`src/sv/cbm_pkg.sv`:
```
// Shared types and constants for the cartridge bank mapper.
// No dependencies; imported by every RTL module of the block.
package cbm_pkg;

    localparam int unsigned ADDR_W    = 16;
    localparam int unsigned DATA_W    = 8;
    localparam int unsigned CFG_IDX_W = 2;
    localparam int unsigned PRG_W     = 9;
    localparam int unsigned CHR2K_W   = 7;
    localparam int unsigned CHR1K_W   = 8;
    localparam int unsigned CNT_W     = 8;
    localparam int unsigned CHR_SLOTS = 6;

    localparam logic [ADDR_W-1:0] ADDR_DECODE_MASK = 16'hF001;
    localparam logic [ADDR_W-1:0] STATUS_ADDR_LO   = 16'h6000;
    localparam logic [ADDR_W-1:0] STATUS_ADDR_HI   = 16'h7FFF;
    localparam logic [DATA_W-1:0] PRG_SLOT_MASK    = 8'h1F;
    localparam logic [DATA_W-1:0] PRG16_MODE_MASK_RST = 8'h80;
    localparam logic [DATA_W-1:0] PRG16_BANK_MASK_RST = 8'h0F;
    localparam logic [DATA_W-1:0] PRG_SLOT1_RST       = 8'h01;

    // Decoded register codes (address AND F001)
    typedef enum logic [ADDR_W-1:0] {
        DEC_BANK_SELECT = 16'h8000,
        DEC_BANK_DATA   = 16'h8001,
        DEC_MIRROR      = 16'hA000,
        DEC_IRQ_LATCH   = 16'hC000,
        DEC_IRQ_RELOAD  = 16'hC001,
        DEC_IRQ_DISABLE = 16'hE000,
        DEC_IRQ_ENABLE  = 16'hE001
    } decode_t;

    typedef enum logic [CFG_IDX_W-1:0] {
        CFG_FOUR_SCREEN     = 2'd0,
        CFG_PRG16_MODE_MASK = 2'd1,
        CFG_PRG16_BANK_MASK = 2'd2
    } cfg_index_t;

    typedef enum logic {
        CMD_WRITE = 1'b0,
        CMD_TICK  = 1'b1
    } command_t;

    typedef struct packed {
        command_t          command;
        logic [ADDR_W-1:0] address;
        logic [DATA_W-1:0] data;
    } item_t;

    typedef struct packed {
        logic [PRG_W-1:0]   prg_bank_low;
        logic [PRG_W-1:0]   prg_bank_high;
        logic [CHR2K_W-1:0] chr_bank_2k_first;
        logic [CHR2K_W-1:0] chr_bank_2k_second;
        logic [CHR1K_W-1:0] chr_bank_1k_a;
        logic [CHR1K_W-1:0] chr_bank_1k_b;
        logic [CHR1K_W-1:0] chr_bank_1k_c;
        logic [CHR1K_W-1:0] chr_bank_1k_d;
        logic               nametable_horiz;
        logic               irq_pulse;
    } result_t;

endpackage

```
`src/sv/cartridge_bank_mapper_irq.sv`:
```
// Cartridge bank mapper with scanline IRQ counter, top level.
// Path: an accepted transaction passes the input register, then the result register.
// Throughput: one transaction per cycle while m_ready is high; the output register
// holds a result while the input register takes the next transaction.
// Reset: aresetn synchronous, active low; clears state and config to defaults.
// Depends on cbm_pkg, cbm_in_stage and cbm_core.
module cartridge_bank_mapper_irq
    import cbm_pkg::*;
(
    input  logic                 aclk,
    input  logic                 aresetn,
    // Configuration writes
    input  logic                 cfg_we,
    input  logic [CFG_IDX_W-1:0] cfg_index,
    input  logic [DATA_W-1:0]    cfg_wdata,
    // Input channel
    input  logic                 s_valid,
    output logic                 s_ready,
    input  logic                 s_command,
    input  logic [ADDR_W-1:0]    s_address,
    input  logic [DATA_W-1:0]    s_data,
    // Result channel
    output logic                 m_valid,
    input  logic                 m_ready,
    output logic [PRG_W-1:0]     m_prg_bank_low,
    output logic [PRG_W-1:0]     m_prg_bank_high,
    output logic [CHR2K_W-1:0]   m_chr_bank_2k_first,
    output logic [CHR2K_W-1:0]   m_chr_bank_2k_second,
    output logic [CHR1K_W-1:0]   m_chr_bank_1k_a,
    output logic [CHR1K_W-1:0]   m_chr_bank_1k_b,
    output logic [CHR1K_W-1:0]   m_chr_bank_1k_c,
    output logic [CHR1K_W-1:0]   m_chr_bank_1k_d,
    output logic                 m_nametable_horiz,
    output logic                 m_irq_pulse
);

    item_t   s_item, item;
    logic    item_valid;
    logic    advance;
    result_t result;

    assign s_item = {s_command, s_address, s_data};

    cbm_in_stage u_in (
        .aclk       (aclk),
        .aresetn    (aresetn),
        .s_valid    (s_valid),
        .s_ready    (s_ready),
        .s_item     (s_item),
        .advance    (advance),
        .item_valid (item_valid),
        .item       (item)
    );

    cbm_core u_core (
        .aclk      (aclk),
        .aresetn   (aresetn),
        .cfg_we    (cfg_we),
        .cfg_index (cfg_index),
        .cfg_wdata (cfg_wdata),
        .fire      (advance),
        .item      (item),
        .result    (result)
    );

    // Result register: loads when empty or when the held result is taken
    logic    m_valid_reg, m_valid_next;
    result_t result_reg;

    assign advance = item_valid && (!m_valid_reg || m_ready);

    always_comb begin
        m_valid_next = m_valid_reg;
        if (advance) begin
            m_valid_next = 1'b1;
        end else if (m_ready) begin
            m_valid_next = 1'b0;
        end
    end

    always_ff @(posedge aclk) begin
        if (!aresetn) begin
            m_valid_reg <= 1'b0;
        end else begin
            m_valid_reg <= m_valid_next;
        end
    end

    always_ff @(posedge aclk) begin
        if (advance) begin
            result_reg <= result;
        end
    end

    assign m_valid              = m_valid_reg;
    assign m_prg_bank_low       = result_reg.prg_bank_low;
    assign m_prg_bank_high      = result_reg.prg_bank_high;
    assign m_chr_bank_2k_first  = result_reg.chr_bank_2k_first;
    assign m_chr_bank_2k_second = result_reg.chr_bank_2k_second;
    assign m_chr_bank_1k_a      = result_reg.chr_bank_1k_a;
    assign m_chr_bank_1k_b      = result_reg.chr_bank_1k_b;
    assign m_chr_bank_1k_c      = result_reg.chr_bank_1k_c;
    assign m_chr_bank_1k_d      = result_reg.chr_bank_1k_d;
    assign m_nametable_horiz    = result_reg.nametable_horiz;
    assign m_irq_pulse          = result_reg.irq_pulse;

endmodule

```
`src/sv/cbm_in_stage.sv`:
```
// Input register stage of the cartridge bank mapper.
// Depends on cbm_pkg for the item type.
module cbm_in_stage
    import cbm_pkg::*;
(
    input  logic  aclk,
    input  logic  aresetn,
    input  logic  s_valid,
    output logic  s_ready,
    input  item_t s_item,
    input  logic  advance,
    output logic  item_valid,
    output item_t item
);

    logic  valid_reg, valid_next;
    item_t item_reg;

    // Take a new transaction when empty or when the held one moves on
    assign s_ready = !valid_reg || advance;

    always_comb begin
        valid_next = valid_reg;
        if (s_valid && s_ready) begin
            valid_next = 1'b1;
        end else if (advance) begin
            valid_next = 1'b0;
        end
    end

    always_ff @(posedge aclk) begin
        if (!aresetn) begin
            valid_reg <= 1'b0;
        end else begin
            valid_reg <= valid_next;
        end
    end

    // Payload needs no reset
    always_ff @(posedge aclk) begin
        if (s_valid && s_ready) begin
            item_reg <= s_item;
        end
    end

    assign item_valid = valid_reg;
    assign item       = item_reg;

endmodule

```
`src/sv/cbm_core.sv`:
```
// Mapper state: config registers, write decode, IRQ counter, bank mapping.
// Depends on cbm_pkg for types, decode codes and reset constants.
module cbm_core
    import cbm_pkg::*;
(
    input  logic                 aclk,
    input  logic                 aresetn,
    input  logic                 cfg_we,
    input  logic [CFG_IDX_W-1:0] cfg_index,
    input  logic [DATA_W-1:0]    cfg_wdata,
    input  logic                 fire,
    input  item_t                item,
    output result_t              result
);

    // Configuration registers
    logic              four_screen_reg;
    logic [DATA_W-1:0] mode_mask_reg;
    logic [DATA_W-1:0] bank_mask_reg;

    always_ff @(posedge aclk) begin
        if (!aresetn) begin
            four_screen_reg <= 1'b0;
            mode_mask_reg   <= PRG16_MODE_MASK_RST;
            bank_mask_reg   <= PRG16_BANK_MASK_RST;
        end else if (cfg_we) begin
            unique case (cfg_index_t'(cfg_index))
                CFG_FOUR_SCREEN:     four_screen_reg <= cfg_wdata[0];
                CFG_PRG16_MODE_MASK: mode_mask_reg   <= cfg_wdata;
                CFG_PRG16_BANK_MASK: bank_mask_reg   <= cfg_wdata;
                default: ;
            endcase
        end
    end

    // Mapper state
    logic [2:0]        bank_sel_reg, bank_sel_next;
    logic [DATA_W-1:0] status_reg, status_next;
    logic [DATA_W-1:0] prg_reg [2];
    logic [DATA_W-1:0] prg_next [2];
    logic [DATA_W-1:0] chr_reg [CHR_SLOTS];
    logic [DATA_W-1:0] chr_next [CHR_SLOTS];
    logic              mirror_reg, mirror_next;
    logic [CNT_W-1:0]  latch_reg, latch_next;
    logic [CNT_W-1:0]  cnt_reg, cnt_next;
    logic              irq_en_reg, irq_en_next;
    logic              pulse;

    // Apply one transaction: tick or CPU write
    always_comb begin
        bank_sel_next = bank_sel_reg;
        status_next   = status_reg;
        prg_next      = prg_reg;
        chr_next      = chr_reg;
        mirror_next   = mirror_reg;
        latch_next    = latch_reg;
        cnt_next      = cnt_reg;
        irq_en_next   = irq_en_reg;
        pulse         = 1'b0;
        if (fire) begin
            if (item.command == CMD_TICK) begin
                // Counter at zero reloads; the IRQ fires only if enabled
                if (cnt_reg == '0) begin
                    cnt_next = latch_reg;
                    pulse    = irq_en_reg;
                end else begin
                    cnt_next = cnt_reg - 1'b1;
                end
            end else if (item.address >= STATUS_ADDR_LO) begin
                if (item.address <= STATUS_ADDR_HI) begin
                    status_next = item.data;
                end else begin
                    unique case (decode_t'(item.address & ADDR_DECODE_MASK))
                        DEC_BANK_SELECT: bank_sel_next = item.data[2:0];
                        DEC_BANK_DATA: begin
                            if (bank_sel_reg < 3'(CHR_SLOTS)) begin
                                chr_next[bank_sel_reg] = item.data;
                            end else begin
                                prg_next[bank_sel_reg[0]] = item.data;
                            end
                        end
                        DEC_MIRROR: begin
                            if (!four_screen_reg) begin
                                mirror_next = item.data[0];
                            end
                        end
                        DEC_IRQ_LATCH:   latch_next  = item.data;
                        DEC_IRQ_RELOAD:  cnt_next    = latch_reg;
                        DEC_IRQ_DISABLE: irq_en_next = 1'b0;
                        DEC_IRQ_ENABLE:  irq_en_next = 1'b1;
                        default: ;
                    endcase
                end
            end
        end
    end

    always_ff @(posedge aclk) begin
        if (!aresetn) begin
            bank_sel_reg <= '0;
            status_reg   <= '0;
            prg_reg[0]   <= '0;
            prg_reg[1]   <= PRG_SLOT1_RST;
            for (int i = 0; i < CHR_SLOTS; i++) begin
                chr_reg[i] <= '0;
            end
            mirror_reg   <= 1'b0;
            latch_reg    <= '0;
            cnt_reg      <= '0;
            irq_en_reg   <= 1'b0;
        end else begin
            bank_sel_reg <= bank_sel_next;
            status_reg   <= status_next;
            prg_reg      <= prg_next;
            chr_reg      <= chr_next;
            mirror_reg   <= mirror_next;
            latch_reg    <= latch_next;
            cnt_reg      <= cnt_next;
            irq_en_reg   <= irq_en_next;
        end
    end

    // Bank mapping after the transaction; 16K mode overrides both PRG slots
    logic              prg16;
    logic [DATA_W-1:0] bank16;

    assign prg16  = |(status_next & mode_mask_reg);
    assign bank16 = status_next & bank_mask_reg;

    always_comb begin
        if (prg16) begin
            result.prg_bank_low  = {bank16, 1'b0};
            result.prg_bank_high = {bank16, 1'b1};
        end else begin
            result.prg_bank_low  = {1'b0, prg_next[0] & PRG_SLOT_MASK};
            result.prg_bank_high = {1'b0, prg_next[1] & PRG_SLOT_MASK};
        end
        result.chr_bank_2k_first  = chr_next[0][DATA_W-1:1];
        result.chr_bank_2k_second = chr_next[1][DATA_W-1:1];
        result.chr_bank_1k_a      = chr_next[2];
        result.chr_bank_1k_b      = chr_next[3];
        result.chr_bank_1k_c      = chr_next[4];
        result.chr_bank_1k_d      = chr_next[5];
        result.nametable_horiz    = four_screen_reg ? 1'b0 : mirror_next;
        result.irq_pulse          = pulse;
    end

endmodule

```
`config.mk`:
```
export PLATFORM = sky130hd
export DESIGN_NAME = cartridge_bank_mapper_irq
export DESIGN_NICKNAME = d
export VERILOG_FILES = /design/src/sv/cbm_pkg.sv /design/src/sv/cartridge_bank_mapper_irq.sv /design/src/sv/cbm_in_stage.sv /design/src/sv/cbm_core.sv
export SDC_FILE = /design/constraint.sdc
export NUM_CORES = 1
export LEC_CHECK = 0
export BUFFER_PORTS_ARGS = -buffer_cell sky130_fd_sc_hd__buf_2
export CORE_MARGIN = 10
export CORE_UTILIZATION = 55
export CTS_CLUSTER_SIZE = 40
export DETAILED_ROUTE_END_ITERATION = 10
export HOLD_SLACK_MARGIN = 0.1
export PLACE_DENSITY = 0.83
export SLEW_MARGIN = 20
export SYNTH_ARGS = -nofsm -noshare
export SYNTH_HDL_FRONTEND = slang
export SYNTH_SLANG_ARGS = --single-unit
```
`constraint.sdc`:
```
create_clock -name aclk -period 3.2 [get_ports aclk]
set_clock_uncertainty 0.15 [all_clocks]
set_input_delay 0 -clock aclk [delete_from_list [all_inputs] [get_ports aclk]]
set_output_delay 0 -clock aclk [all_outputs]
set_load 0.03 [all_outputs]
```
==> impl_metrics.env <==
export IMPL_slew_headroom=0.510
export IMPL_async_flop_share=0
export IMPL_cts_buffer_depth=2
export IMPL_yosysTopAreaCell="edfxtp_1"
export IMPL_final_nets=707
export IMPL_cts_setup_buffers=0
export IMPL_die_area_um2=17800
export IMPL_gp_congestion=0.842
export IMPL_fin_cells=850
export IMPL_drtAntennaViolNets=0
export IMPL_cp_slowest_cell="nor4_4"
export IMPL_dp_hpwl_um=10200
export IMPL_cts_root_buffer="clkbuf_16"
export IMPL_drt_total_wl_um=15700
export IMPL_n_fill_cell=927
export IMPL_crit_type="reg -> reg"
export IMPL_yosysWarnings=0
export IMPL_grt_ovfl_total=0
export IMPL_start_util=0.562
export IMPL_syn2layout_area_growth_pct=20.6
export IMPL_hold_path_class="in -> reg"
export IMPL_yosysMostFrequentCell="dfxtp_1"
export IMPL_maxCapViolCount=0
export IMPL_antennaDiodeCount=0
export IMPL_cts_tree="yes"
export IMPL_peakVddDrop_uv=345
export IMPL_synth_edf_count=76
export IMPL_synthTopCellsByArea="edfxtp_1, dfxtp_1, mux2_2"
export IMPL_worstSkewPairLatency_ns=0.43
export IMPL_ys_types=48
export IMPL_core_area_um2=12600
export IMPL_rows=41
export IMPL_synthDominantCellAreaShare=0.322
export IMPL_largest_reg_flops=46
export IMPL_wire_per_inst_um=18.5
export IMPL_path_clk_slew_ns=0.07
export IMPL_final_hold_viol_count=0
export IMPL_setup_violations=0
export IMPL_rsz0062_at_grt="false"
export IMPL_synth_seq_area_share=0.615
export IMPL_critPathCaptureType="flop"
export IMPL_synthCells=547
export IMPL_drc=0
export IMPL_max_freq_mhz=392
export IMPL_cp_cell_sequence="and2b_1, nand3_2, nor4_4, mux2_2, and2_1"
export IMPL_ys_ff_latch=180
export IMPL_synth_flop_cell="dfxtp_1"
export IMPL_cp_arrival_ns=2.72
export IMPL_grt_max_degree=58
export IMPL_drive_gt1_frac=0.291
export IMPL_p_per_area_nw_per_um2=551
export IMPL_syn_area_per_cell_um2=13.0
export IMPL_outcome="completed"
export IMPL_cp_start_kind="flop"
export IMPL_cpPeakStageDelay_ns=0.56
export IMPL_first_iter_violations=378
export IMPL_antenna_found_initial=0
export IMPL_place_inst=786
export IMPL_via_per_inst=5.46
export IMPL_period_share=0.798
export IMPL_max_slew_worst_pin_slew_ns=0.736
export IMPL_io_pins=108
export IMPL_die_w_um=134
export IMPL_portBuffers=96
export IMPL_grt_pass1_wl_um=24900
export IMPL_drt_first_pass_iters=6
export IMPL_vias=4640
export IMPL_slew_violations=0
export IMPL_cts_hold_buffers=32
export IMPL_crit_fanout=10
export IMPL_crit_required_ns=3.37
export IMPL_cts_resized=0
export IMPL_tns_ns=0
export IMPL_synth_common_cells="dfxtp_1, edfxtp_1, and2_1"
export IMPL_numCtsBuffers=17
export IMPL_htreeDepth=4
export IMPL_cts_sinks=180
export IMPL_syn_area_um2=7100
export IMPL_p_leak_uw=0.00349
export IMPL_syn_nets=589
export IMPL_grt_use_total=0.176
export IMPL_fp_dieH_um=134
export IMPL_grt_pass1_vias=4741
export IMPL_fin_crit_ns=2.55
-- cells by family after synthesis --
kind of cell             share of synthesized area
buffers and inverters                       0.0257
AND/OR/NAND/NOR                              0.159
multiplexers                                 0.144
AO/OA/AOI/OAI                               0.0524
adder cells (fa/ha/maj)                    0.00353
flip-flops                                   0.615
-- layout make-up --
type / count / area [µm²] / share of cell area
Tap cell: 172 / 215 / 0.0251
Clock buffer: 22 / 464 / 0.0542
Multi-Input combinational cell: 326 / 2550 / 0.298
Timing Repair Buffer: 134 / 846 / 0.0988
Inverter: 6 / 22.5 / 0.00263
Clock inverter: 10 / 100 / 0.0117
Sequential cell: 180 / 4360 / 0.510
-- final timing paths --
check | startpoint | to | slack [ns] | cells past startpoint
setup reg to reg | u_in.item[24] | u_core.chr_reg[3] | 0.65 | 5
setup / recovery | u_in.item[24] | u_core.chr_reg[3] | 0.65 | 5
hold / removal | s_address[12] | u_in.item[20] | 0.14 | 2
hold reg to reg | u_core.mirror_reg | u_core.mirror_reg | 0.34 | 2
-- layout by cell type, fill, tap and decap left out, types with 7 or more instances in the layout --
master | synthesis | routed
a21boi_0 | 10 | 10
a21oi_1 | 22 | 22
a22oi_1 | 9 | 9
and2_1 | 52 | 52
buf_2 | 5 | 96
clkbuf_16 | 0 | 17
dfxtp_1 | 104 | 104
dlygate4sd3_1 | 0 | 32
edfxtp_1 | 76 | 76
mux2_2 | 42 | 42
mux2_4 | 8 | 8
mux2i_1 | 43 | 43
nand2_1 | 25 | 25
nand3_1 | 10 | 10
nor2_1 | 7 | 7
nor2b_1 | 37 | 37
-- routing by layer --
| layer | vias up | wire (µm) | share of wire | track usage |
|---|---|---|---|---|
| li1 | 2184 | - | - | - |
| met1 | 2240 | 6530 | 0.42 | 0.210 |
| met2 | 184 | 7850 | 0.50 | 0.293 |
| met3 | 32 | 970 | 0.062 | 0.0492 |
| met4 | 0 | 352 | 0.022 | 0.0713 |
| met5 | - | 0 | 0 | 0 |
-- critical path: cells and delay by family, from the launching register on --
| kind | cells | cell delay [ns] |
|---|---|---|
| flip-flops | 1 | 0.53 |
| AND/OR/NAND/NOR | 4 | 1.35 |
| multiplexers | 1 | 0.41 |
-- through the flow --
step	setup WS, ns	cell area [µm²]	hold WS (ns)	util	power (µW)
6_report	0.647	8560	0.136	0.678	4720
5_1_grt	0.512	8560	0.121	0.678	4860
4_1_cts	0.643	8560	0.116	0.678	4730
3_5_place_dp	0.667	7680	0.0286	0.608	2760
3_3_place_gp	0.760	7680	0.0269	0.608	2750
2_1_floorplan	0.219	7100	-0.0511	-	2670
-- power breakdown --
part	switching (µW)	internal, µW
Combinational	159	92.4
Sequential	51.3	2440
Clock	854	1120
Total	1060	3650
Note: power is estimated with default switching activity, not from simulation.
